<file path="src/rtl/pmc_pkg.sv">
`timescale 1ns / 1ps

package pmc_pkg;

    localparam int HEX_DIGIT_COUNT = 8;

    localparam int POS_W      = 6;
    localparam int CHAR_W     = 8;
    localparam int PC_W       = 32;
    localparam int TEXT_MAX   = 28;
    localparam int OUT_DATA_W = 40;

    localparam logic [POS_W-1:0] POS_MAX = 6'd63;

    localparam int HEAD_LEN   = 27;
    localparam int TAIL_LEN   = 9;
    localparam int HEX_END    = HEAD_LEN + HEX_DIGIT_COUNT;
    localparam int TAIL_END   = HEX_END + TAIL_LEN;
    localparam int DIGIT_POS  = TAIL_END;
    localparam int END_POS    = TAIL_END + 1;

    localparam int ASSERT_LEN   = 6;
    localparam int ABORT_LEN    = 5;
    localparam int SMASHING_LEN = 14;
    localparam int SMASH_LEN    = 11;

    localparam logic [8*TEXT_MAX-1:0] TXT_ASSERT   = "assert";
    localparam logic [8*TEXT_MAX-1:0] TXT_ABORT    = "abort";
    localparam logic [8*TEXT_MAX-1:0] TXT_SMASHING = "stack smashing";
    localparam logic [8*TEXT_MAX-1:0] TXT_SMASH    = "stack-smash";
    localparam logic [8*TEXT_MAX-1:0] TXT_HEAD     = "abort() was called at PC 0x";
    localparam logic [8*TEXT_MAX-1:0] TXT_TAIL     = " on core ";

    typedef enum logic [1:0] {
        REASON_OTHER  = 2'd0,
        REASON_ASSERT = 2'd1,
        REASON_ABORT  = 2'd2,
        REASON_SMASH  = 2'd3
    } reason_t;

    typedef struct packed {
        reason_t          reason_code;
        logic             caller_pc_valid;
        logic [PC_W-1:0]  caller_pc;
        logic             clear_assert_record;
    } pmc_result_t;

    // character idx of a right-aligned string of length len
    function automatic logic [CHAR_W-1:0] text_char(input logic [8*TEXT_MAX-1:0] txt,
                                                   input int len,
                                                   input logic [POS_W-1:0] idx);
        logic [CHAR_W-1:0] ch;
        ch = '0;
        for (int i = 0; i < TEXT_MAX; i++) begin
            if (i < len && int'(idx) == i) begin
                ch = txt[8*(len-1-i) +: 8];
            end
        end
        return ch;
    endfunction

endpackage

</file>
<file path="src/rtl/pmc_parse_core.sv">
`timescale 1ns / 1ps

module pmc_parse_core (
    input  logic                        aclk,
    input  logic                        aresetn,
    input  logic                        fire,
    input  logic [pmc_pkg::CHAR_W-1:0]  msg_char,
    input  logic                        starts_message,
    output logic                        res_valid,
    output pmc_pkg::pmc_result_t        result
);
    import pmc_pkg::*;

    logic [POS_W-1:0] pos_reg,   pos_next;
    logic [3:0]       flags_reg, flags_next;
    logic             alive_reg, alive_next;
    logic [PC_W-1:0]  acc_reg,   acc_next;

    logic [POS_W-1:0]  pos;
    logic [3:0]        flags;
    logic              alive;
    logic [PC_W-1:0]   acc;
    logic [CHAR_W-1:0] lc;
    logic [CHAR_W-1:0] ch_off;
    logic [POS_W-1:0]  tail_idx;
    logic [3:0]        flags_upd;
    logic              ok;
    logic              is_hex;
    logic [3:0]        hex_val;
    logic [PC_W-1:0]   acc_upd;
    logic              is_end;
    reason_t           reason;

    always_comb begin
        pos   = starts_message ? '0 : pos_reg;
        flags = starts_message ? 4'hF : flags_reg;
        alive = starts_message ? 1'b1 : alive_reg;
        acc   = starts_message ? '0 : acc_reg;

        lc = (msg_char >= "A" && msg_char <= "Z") ? msg_char + 8'd32 : msg_char;

        flags_upd = flags;
        if (pos < POS_W'(ASSERT_LEN) && lc != text_char(TXT_ASSERT, ASSERT_LEN, pos))
            flags_upd[0] = 1'b0;
        if (pos < POS_W'(ABORT_LEN) && lc != text_char(TXT_ABORT, ABORT_LEN, pos))
            flags_upd[1] = 1'b0;
        if (pos < POS_W'(SMASHING_LEN) && lc != text_char(TXT_SMASHING, SMASHING_LEN, pos))
            flags_upd[2] = 1'b0;
        if (pos < POS_W'(SMASH_LEN) && lc != text_char(TXT_SMASH, SMASH_LEN, pos))
            flags_upd[3] = 1'b0;

        is_hex  = 1'b1;
        ch_off  = msg_char - 8'h30;
        if (msg_char >= "0" && msg_char <= "9") begin
            ch_off = msg_char - 8'h30;
        end else if (msg_char >= "a" && msg_char <= "f") begin
            ch_off = msg_char - 8'h57;
        end else if (msg_char >= "A" && msg_char <= "F") begin
            ch_off = msg_char - 8'h37;
        end else begin
            is_hex = 1'b0;
        end
        hex_val  = ch_off[3:0];
        tail_idx = pos - POS_W'(HEX_END);

        acc_upd = acc;
        if (pos < POS_W'(HEAD_LEN)) begin
            ok = (msg_char == text_char(TXT_HEAD, HEAD_LEN, pos));
        end else if (pos < POS_W'(HEX_END)) begin
            ok = is_hex;
            if (alive && is_hex)
                acc_upd = {acc[PC_W-5:0], hex_val};
        end else if (pos < POS_W'(TAIL_END)) begin
            ok = (msg_char == text_char(TXT_TAIL, TAIL_LEN, tail_idx));
        end else if (pos == POS_W'(DIGIT_POS)) begin
            ok = (msg_char >= "0" && msg_char <= "9");
        end else if (pos == POS_W'(END_POS)) begin
            ok = (msg_char == 8'h00);
        end else begin
            ok = 1'b0;
        end

        is_end = (msg_char == 8'h00);

        if (flags_upd[0])
            reason = REASON_ASSERT;
        else if (flags_upd[1])
            reason = REASON_ABORT;
        else if (flags_upd[3:2] != 2'b00)
            reason = REASON_SMASH;
        else
            reason = REASON_OTHER;

        result.reason_code         = reason;
        result.caller_pc_valid     = alive && ok;
        result.caller_pc           = (alive && ok) ? acc_upd : '0;
        result.clear_assert_record = (reason != REASON_ASSERT);
        res_valid                  = fire && is_end;

        if (is_end) begin
            pos_next   = '0;
            flags_next = 4'hF;
            alive_next = 1'b1;
            acc_next   = '0;
        end else begin
            pos_next   = (pos < POS_MAX) ? pos + 1'b1 : pos;
            flags_next = flags_upd;
            alive_next = alive && ok;
            acc_next   = acc_upd;
        end
    end

    always_ff @(posedge aclk) begin
        if (!aresetn) begin
            pos_reg   <= '0;
            flags_reg <= 4'hF;
            alive_reg <= 1'b1;
            acc_reg   <= '0;
        end else if (fire) begin
            pos_reg   <= pos_next;
            flags_reg <= flags_next;
            alive_reg <= alive_next;
            acc_reg   <= acc_next;
        end
    end

endmodule

</file>
<file path="src/rtl/panic_message_classifier.sv">
`timescale 1ns / 1ps

// Crash message classifier.
// Input: one message byte per transaction on s_tdata, s_tuser high on the
// first byte of a message; a zero byte terminates the message. Only the
// terminator produces an output transaction on m_tdata carrying the reason
// code, the parsed abort caller PC with its valid flag, and the flag that
// clears the assert record.
// Each byte lands in an input register and is parsed from there against the
// per-message state by combinational compare logic; m_tvalid rises when the
// terminator's result is loaded into the output register. One byte per cycle
// is sustained, back-to-back messages included, except while a terminator waits.
// When m_tready is low with a result pending, non-terminator bytes keep
// flowing; a terminator waits in the input register until the output
// register frees, and s_tready drops meanwhile.
// Reset (aresetn low, synchronous) empties both registers and rearms the
// parser as if a new message starts.
module panic_message_classifier (
    input  logic                            aclk,
    input  logic                            aresetn,
    input  logic                            s_tvalid,
    output logic                            s_tready,
    input  logic [7:0]                      s_tdata,   // [7:0] msg_char
    input  logic                            s_tuser,   // [0] starts_message
    output logic                            m_tvalid,
    input  logic                            m_tready,
    // [1:0] reason_code, [2] caller_pc_valid, [34:3] caller_pc,
    // [35] clear_assert_record, [39:36] zero
    output logic [pmc_pkg::OUT_DATA_W-1:0]  m_tdata
);
    import pmc_pkg::*;

    logic               in_valid_reg;
    logic [CHAR_W-1:0]  in_char_reg;
    logic               in_start_reg;
    logic               out_valid_reg;
    pmc_result_t        out_data_reg;

    logic               out_free;
    logic               fire;
    logic               res_valid;
    pmc_result_t        result;

    assign out_free = !out_valid_reg || m_tready;
    assign fire     = in_valid_reg && (in_char_reg != 8'h00 || out_free);
    assign s_tready = !in_valid_reg || fire;

    pmc_parse_core u_core (
        .aclk           (aclk),
        .aresetn        (aresetn),
        .fire           (fire),
        .msg_char       (in_char_reg),
        .starts_message (in_start_reg),
        .res_valid      (res_valid),
        .result         (result)
    );

    always_ff @(posedge aclk) begin
        if (!aresetn) begin
            in_valid_reg  <= 1'b0;
            out_valid_reg <= 1'b0;
        end else begin
            if (s_tready)
                in_valid_reg <= s_tvalid;
            if (res_valid)
                out_valid_reg <= 1'b1;
            else if (m_tready)
                out_valid_reg <= 1'b0;
        end
    end

    always_ff @(posedge aclk) begin
        if (s_tready && s_tvalid) begin
            in_char_reg  <= s_tdata;
            in_start_reg <= s_tuser;
        end
        if (res_valid)
            out_data_reg <= result;
    end

    assign m_tvalid = out_valid_reg;
    assign m_tdata  = {4'b0000,
                       out_data_reg.clear_assert_record,
                       out_data_reg.caller_pc,
                       out_data_reg.caller_pc_valid,
                       out_data_reg.reason_code};

endmodule

</file>
<file path="config.mk">
export PLATFORM = sky130hd
export DESIGN_NAME = panic_message_classifier
export DESIGN_NICKNAME = d
export VERILOG_FILES = /design/src/rtl/pmc_pkg.sv /design/src/rtl/pmc_parse_core.sv /design/src/rtl/panic_message_classifier.sv
export SDC_FILE = /design/constraint.sdc
export NUM_CORES = 1
export LEC_CHECK = 0
export ABC_AREA = 1
export BUFFER_PORTS_ARGS = -buffer_cell sky130_fd_sc_hd__buf_2
export CORE_MARGIN = 8
export CORE_UTILIZATION = 56
export CTS_CLUSTER_DIAMETER = 100
export DETAILED_ROUTE_END_ITERATION = 12
export PLACE_DENSITY = 0.76
export REMOVE_ABC_BUFFERS = 1
export SLEW_MARGIN = 5
export SYNTH_ARGS = -nofsm -noshare
export SYNTH_HDL_FRONTEND = slang
export SYNTH_SLANG_ARGS = --single-unit
</file>
<file path="constraint.sdc">
create_clock -name aclk -period 3.8 [get_ports aclk]
set_clock_uncertainty 0.1 [all_clocks]
set_input_delay 0.57 -clock aclk [delete_from_list [all_inputs] [get_ports aclk]]
set_output_delay 0.57 -clock aclk [all_outputs]
set_load 0.03 [all_outputs]
</file>
* Yosys cells after proc, flatten, opt, wreduce, memory -nomap -nowiden
Index checks and enable logic that the tools add are counted.
** Word-level totals
- Register bits after elaboration :: 90
- Input bits :: 13
- Output and inout bits :: 42
- Word-level logic and storage cells :: 198
** Cells by class
- Add/subtract/negate cells :: 6
- $lt $le $gt $ge :: 15
- Equal/unequal tests :: 43
- Mux-type cells :: 98
- Reduce and logical (&&, ||, !) cells :: 24
** Operators by type and width (count)
- 8-bit 2-to-1 mux :: 54
- 32-bit 2-to-1 mux :: 5
- 6-bit == test (second input constant) :: 13
- 7-bit 2-to-1 mux :: 11
- 6-bit by 5-bit == test with 1-bit output (second input constant) :: 9
- 6-bit by 4-bit == test with 1-bit output (second input constant) :: 8
- 8-bit inequality test :: 4
- 6-bit by 3-bit == test with 1-bit output (second input constant) :: 4
- 8-bit by 7-bit <= comparator with 1-bit output (second input constant) :: 3
- 6-bit 2-to-1 mux :: 4
- 4-bit 2-to-1 mux :: 5
- 6-bit < comparator (second input constant) :: 3
- 8-bit == test :: 2
- 8-bit by 7-bit greater-or-equal comparator with 1-bit output (second input constant) :: 2
- 1-bit 2-to-1 mux :: 16
- 1-bit logical AND :: 13
- 6-bit by 2-bit == test with 1-bit output (second input constant) :: 2
- 6-bit logical NOT :: 2
- 6-bit by 3-bit < comparator with 1-bit output (second input constant) :: 2
- 6-bit by 4-bit < comparator with 1-bit output (second input constant) :: 2
- 8-bit by 6-bit adder with 8-bit output (second input constant) :: 1
- 8-bit by 6-bit greater-or-equal comparator with 1-bit output (second input constant) :: 1
- 8-bit by 6-bit <= comparator with 1-bit output (second input constant) :: 1
- 8-bit logical NOT :: 1
- 11 further kinds :: 18

* Longest topological paths before layout
Gate-level depths: netlist (run 1).
- Depth after elaboration :: 34
- Mapped depth :: 19
- Mapped depth without buffers :: 19

* Hierarchy
A second synthesis (run 1) with hierarchy kept.
** Second synthesis, totals
- Cells, all modules :: 809
- Area total of the unflattened synthesis :: 5662.9 sq um
** By module, submodules not included
- pmc_parse_core :: instances 1, cells an instance 739, area an instance 4146.5 sq um, seq. area each 860.8 sq um
- panic_message_classifier :: instances 1, cells an instance 70, area an instance 1516.5 sq um, seq. area each 1391.3 sq um

* Worst setup path before layout (run 1)
No wires, ideal clock.
- Path kind :: reg2reg
- From :: register in_char_reg[0]
- To :: register out_data_reg, in the netlist m_tdata[0], enable pin
- Setup time :: 0.391 ns
- Arrival :: 2.340 ns
- Required time :: 3.309 ns
- Path slack :: 0.970 ns
- Cell stages (with the launch flop) :: 9
- Buffers on the path :: 2
- Period minus slack after synthesis :: 2.830 ns
- Cell sequence :: edfxtp_1 clkbuf_1 inv_2 ha_1 nand3_1 nor4_1 clkbuf_1 nand2_1 inv_1
** On the way
- Word-level cells in the longest chain between the ends :: 4
- Elaborated cells between the ends (all ways) :: 5
- Classes of those cells :: reduce/logical: 5
** RTL lines
- start: declaration :: line panic_message_classifier.sv:34 : logic [CHAR_W-1:0] in_char_reg;
- start signal: assignment :: line panic_message_classifier.sv:74 : in_char_reg <= s_tdata;
- 8-bit nonzero test :: line panic_message_classifier.sv:45 : assign fire = in_valid_reg && (in_char_reg != 8'h00 || out_free);
- 1-bit logical OR :: line panic_message_classifier.sv:45
- 1-bit logical AND :: line panic_message_classifier.sv:45
- 1-bit logical AND * :: line pmc_parse_core.sv:98 : res_valid = fire && is_end;
- net res_valid :: line panic_message_classifier.sv:41 : logic res_valid;
- end signal: assignment :: line panic_message_classifier.sv:78 : out_data_reg <= result;
- end: declaration :: line panic_message_classifier.sv:37 : pmc_result_t out_data_reg;
The timed path passes the listed nets; every way through them passes the cells marked *.
A chain may end at the register's enable or synchronous reset.

* Worst setup path after layout (run 1)
- From :: register u_core.pos_reg[3]
- To :: register out_data_reg, in the netlist m_tdata[17] (data pin)
** On the way
- Word-level cells in the longest chain between the ends :: 33
- Elaborated cells between the ends (all ways) :: 93
- Classes of those cells :: add/sub: 1; order compare: 3; eq/ne: 38; mux: 48; reduce/logical: 3
** RTL lines
- start: declaration :: line pmc_parse_core.sv:14 : logic [POS_W-1:0] pos_reg, pos_next;
- start signal: assignment :: line pmc_parse_core.sv:120 : pos_reg <= pos_next;
- 6-bit 2-to-1 mux * :: line pmc_parse_core.sv:35 : pos = starts_message ? '0 : pos_reg;
- 6-bit logical NOT :: line pmc_pkg.sv:55 : if (i < len && int'(idx) == i) begin
- 7-bit 2-to-1 mux :: line pmc_pkg.sv:55
- 8-bit 2-to-1 mux (26 in series) :: line pmc_pkg.sv:55
- 8-bit 2-to-1 mux :: line pmc_parse_core.sv:67 : if (pos < POS_W'(HEAD_LEN)) begin
- 8-bit == test :: line pmc_parse_core.sv:68 : ok = (msg_char == text_char(TXT_HEAD, HEAD_LEN, pos));
- 1-bit 2-to-1 mux :: line pmc_parse_core.sv:67
- 1-bit logical AND :: line pmc_parse_core.sv:96 : result.caller_pc = (alive && ok) ? acc_upd : '0;
Mark *: on every way between the ends. The rest lies on a longest branch, timed or not. The select of a mux whose other input is x is not followed.

==> reports/results.ini, run 1 <==
[synthesis]
ys_seq_area_share_pct = 38.7
synthCells = 865
synthTopCellsByCount = nand2_1 (275), nor2_1 (107), inv_1 (68)
synth.area.top_cells = edfxtp_1 (23%), nand2_1 (18%), dfxtp_1 (15%), nor2_1 (6.9%), nand3_1 (4.8%)
ys_seq_elements = 90
yosys_warnings = 0
synth_edf_count = 45
synth.avg_cell_area_um2 = 6.72
syn_area_um2 = 5810
synth_top_area_share_pct = 23.2
synth_most_common_cell = nand2_1
yosysTopAreaCell = edfxtp_1
synthArstFlopShare_pct = 0
synth_flop_cell = edfxtp_1
ys_types = 41

[run]
maxCapViolCount = 0

[critical_path]
critPathKind = flip-flop to flip-flop
cp-end-kind = flip-flop
start_kind = flip-flop
worstPathMaxFanout = 33
crit_required_ns = 3.81
critPathArrivalTime_ns = 3.27

[floorplanning]
fp-row-count = 37
die_w_um = 118
io_pins = 55
chipHeight_um = 118
start_util_pct = 57.1
core_region_area_um2 = 10200
die_area_um2 = 13900

[cells_and_area]
largest_reg_flops = 36
area_growth_pct = 8.80
final_layout_size_suffix_gt1_share_pct = 12.2
ff_latch_area_um2 = 2250
final_area_um2 = 6320
n_fill_cell = 970
multiInputGateArea_um2 = 3050
fin_cells = 1038
fin_nets = 918
antenna_cells = 0

[pwr]
peakVddDrop_uv = 241
cellLeakagePower_nw = 2.91
power.total_w = 0.00193
pwr_density_cell_nw_per_um2 = 305

[sta]
rsz0062_at_grt = false
finalSetupViolations = 0
worstMarginPinSlew_ns = 1.16
slew_headroom_pct = 22.4
max_freq_ghz = 0.307
hold_viol = 0
period_share_pct = 85.6
timing.final.ws_setup_ns = 0.547
setup_tns_ns = 0
finalCriticalPeriod_ns = 3.25
finalMaxSlewViolations = 0

[global_route]
grt_util_all_layers_pct = 23.4
grt_pass1_wl_mm = 26.6
grt_max_degree = 59
gr-total-overflow = 0
antenna_found_initial = 0
grt_pass1_vias = 5433

[clock_tree]
cts_made_buffers = 9
cts_tree = built
postCtsSetupRepairBufs = 0
cts.sinks = 90
htreeDepth = 3
clk_pin_slew_ns = 0.09
clock_path_buffers = 2
cts_root_buffer = clkbuf_8
post_cts_resized = 0
clk_latency_ns = 0.38
ctsHoldBuffers = 0

[detailed_routing]
met3_length_mm = 1.76
drc = 0
drt_first_iter_violations = 565
wl_met2_mm = 7.32
drtAntennaViolNets = 0
firstDrtPassIters = 6
vias = 5888
highest_layer = met4
via_per_inst = 5.67
wire_per_inst_um = 15.9
wl_met1_mm = 7.20
wl_mm = 16.5

[placement]
io_buffer_count = 50
gp_congestion = 0.963
place_area_um2 = 6130
dpl.cell_count = 1022
dp_worst_setup_slack_ns = 0.634
dpl.hpwl_mm = 12.0

[run_status]
status = finished clean

[hold_path]
hold_path_class = input port to flip-flop

==> layout by cell type (no fill, tap or decap), types with 7 or more instances in the layout <==
master / instances
o21ai_0: 40
dfxtp_1: 45
buf_2: 50
inv_1: 68
nor3_1: 7
nand3_1: 56
nor2_1: 107
o21ai_1: 22
edfxtp_1: 45
a21oi_1: 53
nand4_1: 23
ha_1: 8
buf_4: 12
inv_2: 13
o211ai_1: 11
clkbuf_8: 9
nand2_1: 275
xor2_1: 16
==> kinds of logic after synthesis <==
logic type      synth area share, %
compound gates                 12.4
xor+xnor                       2.41
fa+ha+maj                      1.72
buf+inv                        9.13
flops                          38.7
other cells                  0.0645
simple gates                   35.6
==> cell type report <==
type,instances,share of cell area (%)
Inverter,83,4.93
Tap cell,136,2.69
Sequential cell,90,35.6
Clock buffer,11,2.08
Clock inverter,5,1.03
Timing Repair Buffer,62,5.38
Multi-Input combinational cell,651,48.3
==> stage by stage <==
| stage | util (%) | hold slack (ns) |
|---|---|---|
| after floorplan | - | 0.331 |
| after global placement | 60.2 | 0.342 |
| after detailed placement | 60.2 | 0.357 |
| after CTS | 62.1 | 0.252 |
| after global routing | 62.1 | 0.252 |
| final | 62.1 | 0.259 |
==> worst paths after layout <==
| kind | startpoint | cells after the start | endpoint | slack, ns |
|---|---|---|---|---|
| hold / removal | s_tdata[1] | 1 | in_char_reg[1]$_DFFE_PP_ | 0.26 |
| hold reg to reg | u_core.acc_reg[25]$_SDFFE_PN0P_ | 2 | u_core.acc_reg[25]$_SDFFE_PN0P_ | 0.37 |
| setup / recovery | u_core.pos_reg[3]$_SDFFE_PN0P_ | 15 | m_tdata[17]$_SDFFCE_PN0P_ | 0.55 |
| setup reg to reg | u_core.pos_reg[3]$_SDFFE_PN0P_ | 15 | m_tdata[17]$_SDFFCE_PN0P_ | 0.55 |
==> layer usage <==
layer | GRT usage (%) | vias up
met5 | 0 | -
li1 | - | 2883
met2 | 35.7 | 288
met3 | 6.09 | 25
met4 | 7.85 | 0
met1 | 31.4 | 2692
==> power by group <==
group / switching, W / leakage [nW] / internal (W)
clock: 0.000358 / 0.0917 / 0.000310
sequential: 0.0000282 / 0.744 / 0.00103
combinational: 0.000150 / 2.08 / 0.0000609
total: 0.000536 / 2.91 / 0.00140
==> worst max-delay path, cell delays in order (launching register included) <==
cell and delay, ns:
dfxtp_1 0.41, o21ai_1 0.69, nand3_1 0.28, nand2_1 0.25, nor2_4 0.07, nand2_1 0.18
nand3_1 0.11, nand2_1 0.07, nand2_1 0.06, nand2_1 0.06, nor2_1 0.04, nand3_1 0.07
nand2_1 0.09, nand3_2 0.08, buf_4 0.35, nor2_1 0.09
Note: power is estimated with default switching activity, not from simulation.
==> run 2: changes to the inputs <==
- PLACE_DENSITY: 0.76 -> 0.82
==> run 2 against run 1 <==
  * Routed wire length shrank 11%
  * Fmax shrank 0.76%
  * Power grew 5.6%
  * Combinational power shrank 5%
  * Utilization grew 0.72 points
  * First-iteration DRC count shrank 22%
  * Final area grew 1.2%
  * Global-route usage shrank 2.6 points
  * Die area is the same
==> reports/results.ini, run 2 (synthesis gave the netlist of run 1 again) <==
[sta]
slew_headroom_pct = 57.3  ; +35 points
period_share_pct = 86.3  ; +0.66 points
hold_viol = 0  ; unchanged
finalMaxSlewViolations = 0  ; unchanged
max_freq_ghz = 0.305  ; -0.76%
finalCriticalPeriod_ns = 3.28  ; +0.0250 ns
rsz0062_at_grt = false
worstMarginPinSlew_ns = 0.640  ; -0.519 ns
finalSetupViolations = 0  ; unchanged

[clock_tree]
cts.sinks = 90  ; unchanged
cts_root_buffer = clkbuf_8
clk_latency_ns = 0.36  ; -0.02 ns
htreeDepth = 3  ; unchanged
cts_made_buffers = 9  ; unchanged
clk_pin_slew_ns = 0.09  ; about the same
clock_path_buffers = 2  ; unchanged
postCtsSetupRepairBufs = 0  ; unchanged
cts_tree = built
ctsHoldBuffers = 0  ; unchanged
post_cts_resized = 0  ; unchanged

[global_route]
grt_pass1_wl_mm = 24.5  ; -8.2%
gr-total-overflow = 0  ; unchanged
grt_max_degree = 39  ; -34%
grt_util_all_layers_pct = 20.8  ; -2.6 points
antenna_found_initial = 0  ; unchanged
grt_pass1_vias = 5155  ; -5.1%

[pwr]
power.total_w = 0.00204  ; +5.6%
peakVddDrop_uv = 267  ; +11%
pwr_density_cell_nw_per_um2 = 319  ; +4.4%
cellLeakagePower_nw = 2.96  ; +1.6%

[critical_path]
crit_required_ns = 3.80  ; about the same
start_kind = flip-flop
critPathArrivalTime_ns = 3.28  ; about the same
critPathKind = flip-flop to flip-flop
worstPathMaxFanout = 33  ; unchanged
reg2reg_slack_ns = 0.52  ; -0.02 ns
cp-end-kind = flip-flop

[detailed_routing]
drtAntennaViolNets = 0  ; unchanged
firstDrtPassIters = 5  ; -1
drc = 0  ; unchanged
wire_per_inst_um = 14.1  ; -11%
vias = 5707  ; -3.1%
via_per_inst = 5.48  ; -3.4%
wl_mm = 14.7  ; -11%
drt_first_iter_violations = 438  ; -22%

[floorplanning]
core_region_area_um2 = 10200  ; unchanged
io_pins = 55  ; unchanged
die_area_um2 = 13900  ; unchanged
start_util_pct = 57.1  ; unchanged
chipHeight_um = 118  ; unchanged
die_w_um = 118  ; unchanged
fp-row-count = 37  ; unchanged

[run]
maxCapViolCount = 0  ; unchanged

[placement]
dpl.hpwl_mm = 10.6  ; -12%
io_buffer_count = 50  ; unchanged
gp_congestion = 0.997  ; +3.5%
dpl.cell_count = 1025  ; +0.29%

[hold_path]
hold_path_class = input port to flip-flop

[run_status]
status = finished clean

[cells_and_area]
antenna_cells = 0  ; unchanged
final_layout_size_suffix_gt1_share_pct = 12.7  ; +0.51 points
most-common-layout-cells = nand2_1 (275), nor2_1 (107), inv_1 (68), nand3_1 (56), a21oi_1 (53)
final_common_cell = nand2_1
area_growth_pct = 10.1
n_fill_cell = 965  ; -0.52%
fin_nets = 921  ; +0.33%
fin_cells = 1041  ; +0.29%
largest_reg_flops = 36  ; unchanged

==> run 2: metal layers <==
layer	track usage [%]	routed length, µm
met5	0	0
met1	27.5	6630
met3	5.28	1060
met4	5.28	229
met2	33.1	6790
==> run 2: cell type report <==
type | instances | area (µm²) | area share, %
well taps | 136 | 170 | 2.66
inverters | 83 | 312 | 4.87
repair buffers | 65 | 363 | 5.67
clock inverters | 7 | 124 | 1.94
multi-input cells | 651 | 3050 | 47.7
clock buffers | 9 | 124 | 1.94
flip-flops and latches | 90 | 2250 | 35.2
==> run 2: report_power, final <==
part	internal, W	switching [W]
Clock	0.000444	0.000345
Combinational	0.0000621	0.000139
Sequential	0.00102	0.0000257
Total	0.00153	0.000510
==> run 2: worst paths after layout <==
| path | from | to | cells after the start |
|---|---|---|---|
| hold / removal | s_tdata[3] | in_char_reg[3]$_DFFE_PP_ | 1 |
| setup / recovery | in_start_reg$_DFFE_PP_ | m_tdata[29]$_SDFFCE_PN0P_ | 16 |
| setup reg to reg | in_start_reg$_DFFE_PP_ | m_tdata[29]$_SDFFCE_PN0P_ | 16 |
| hold reg to reg | u_core.acc_reg[10]$_SDFFE_PN0P_ | u_core.acc_reg[10]$_SDFFE_PN0P_ | 2 |
==> run 2: worst max-delay path, stage by stage, from the launching register on <==
cell,delay [ns]
edfxtp_1,0.41
inv_2,0.40
nand2_1,0.30
nor2_1,0.27
nand3_1,0.27
nand2_1,0.21
nor2_1,0.06
nand3b_1,0.09
xor2_1,0.14
inv_1,0.05
nand2_1,0.05
nor2_1,0.04
nand2_1,0.06
nand2_1,0.07
nand3_2,0.06
buf_4,0.33
nor2_1,0.08
==> run 2: metrics by stage <==
step / hold WS (ns) / util [%] / setup TNS (ns) / worst slack (ns) / instance area (µm²)
2_1_floorplan: 0.331 / - / -162.02 / -1.86 / 5610
3_3_place_gp: 0.349 / 60.4 / 0 / 0.620 / 6150
3_5_place_dp: 0.356 / 60.4 / 0 / 0.589 / 6150
4_1_cts: 0.264 / 62.8 / 0 / 0.541 / 6400
5_1_grt: 0.255 / 62.8 / 0 / 0.218 / 6400
6_report: 0.283 / 62.8 / 0 / 0.522 / 6400
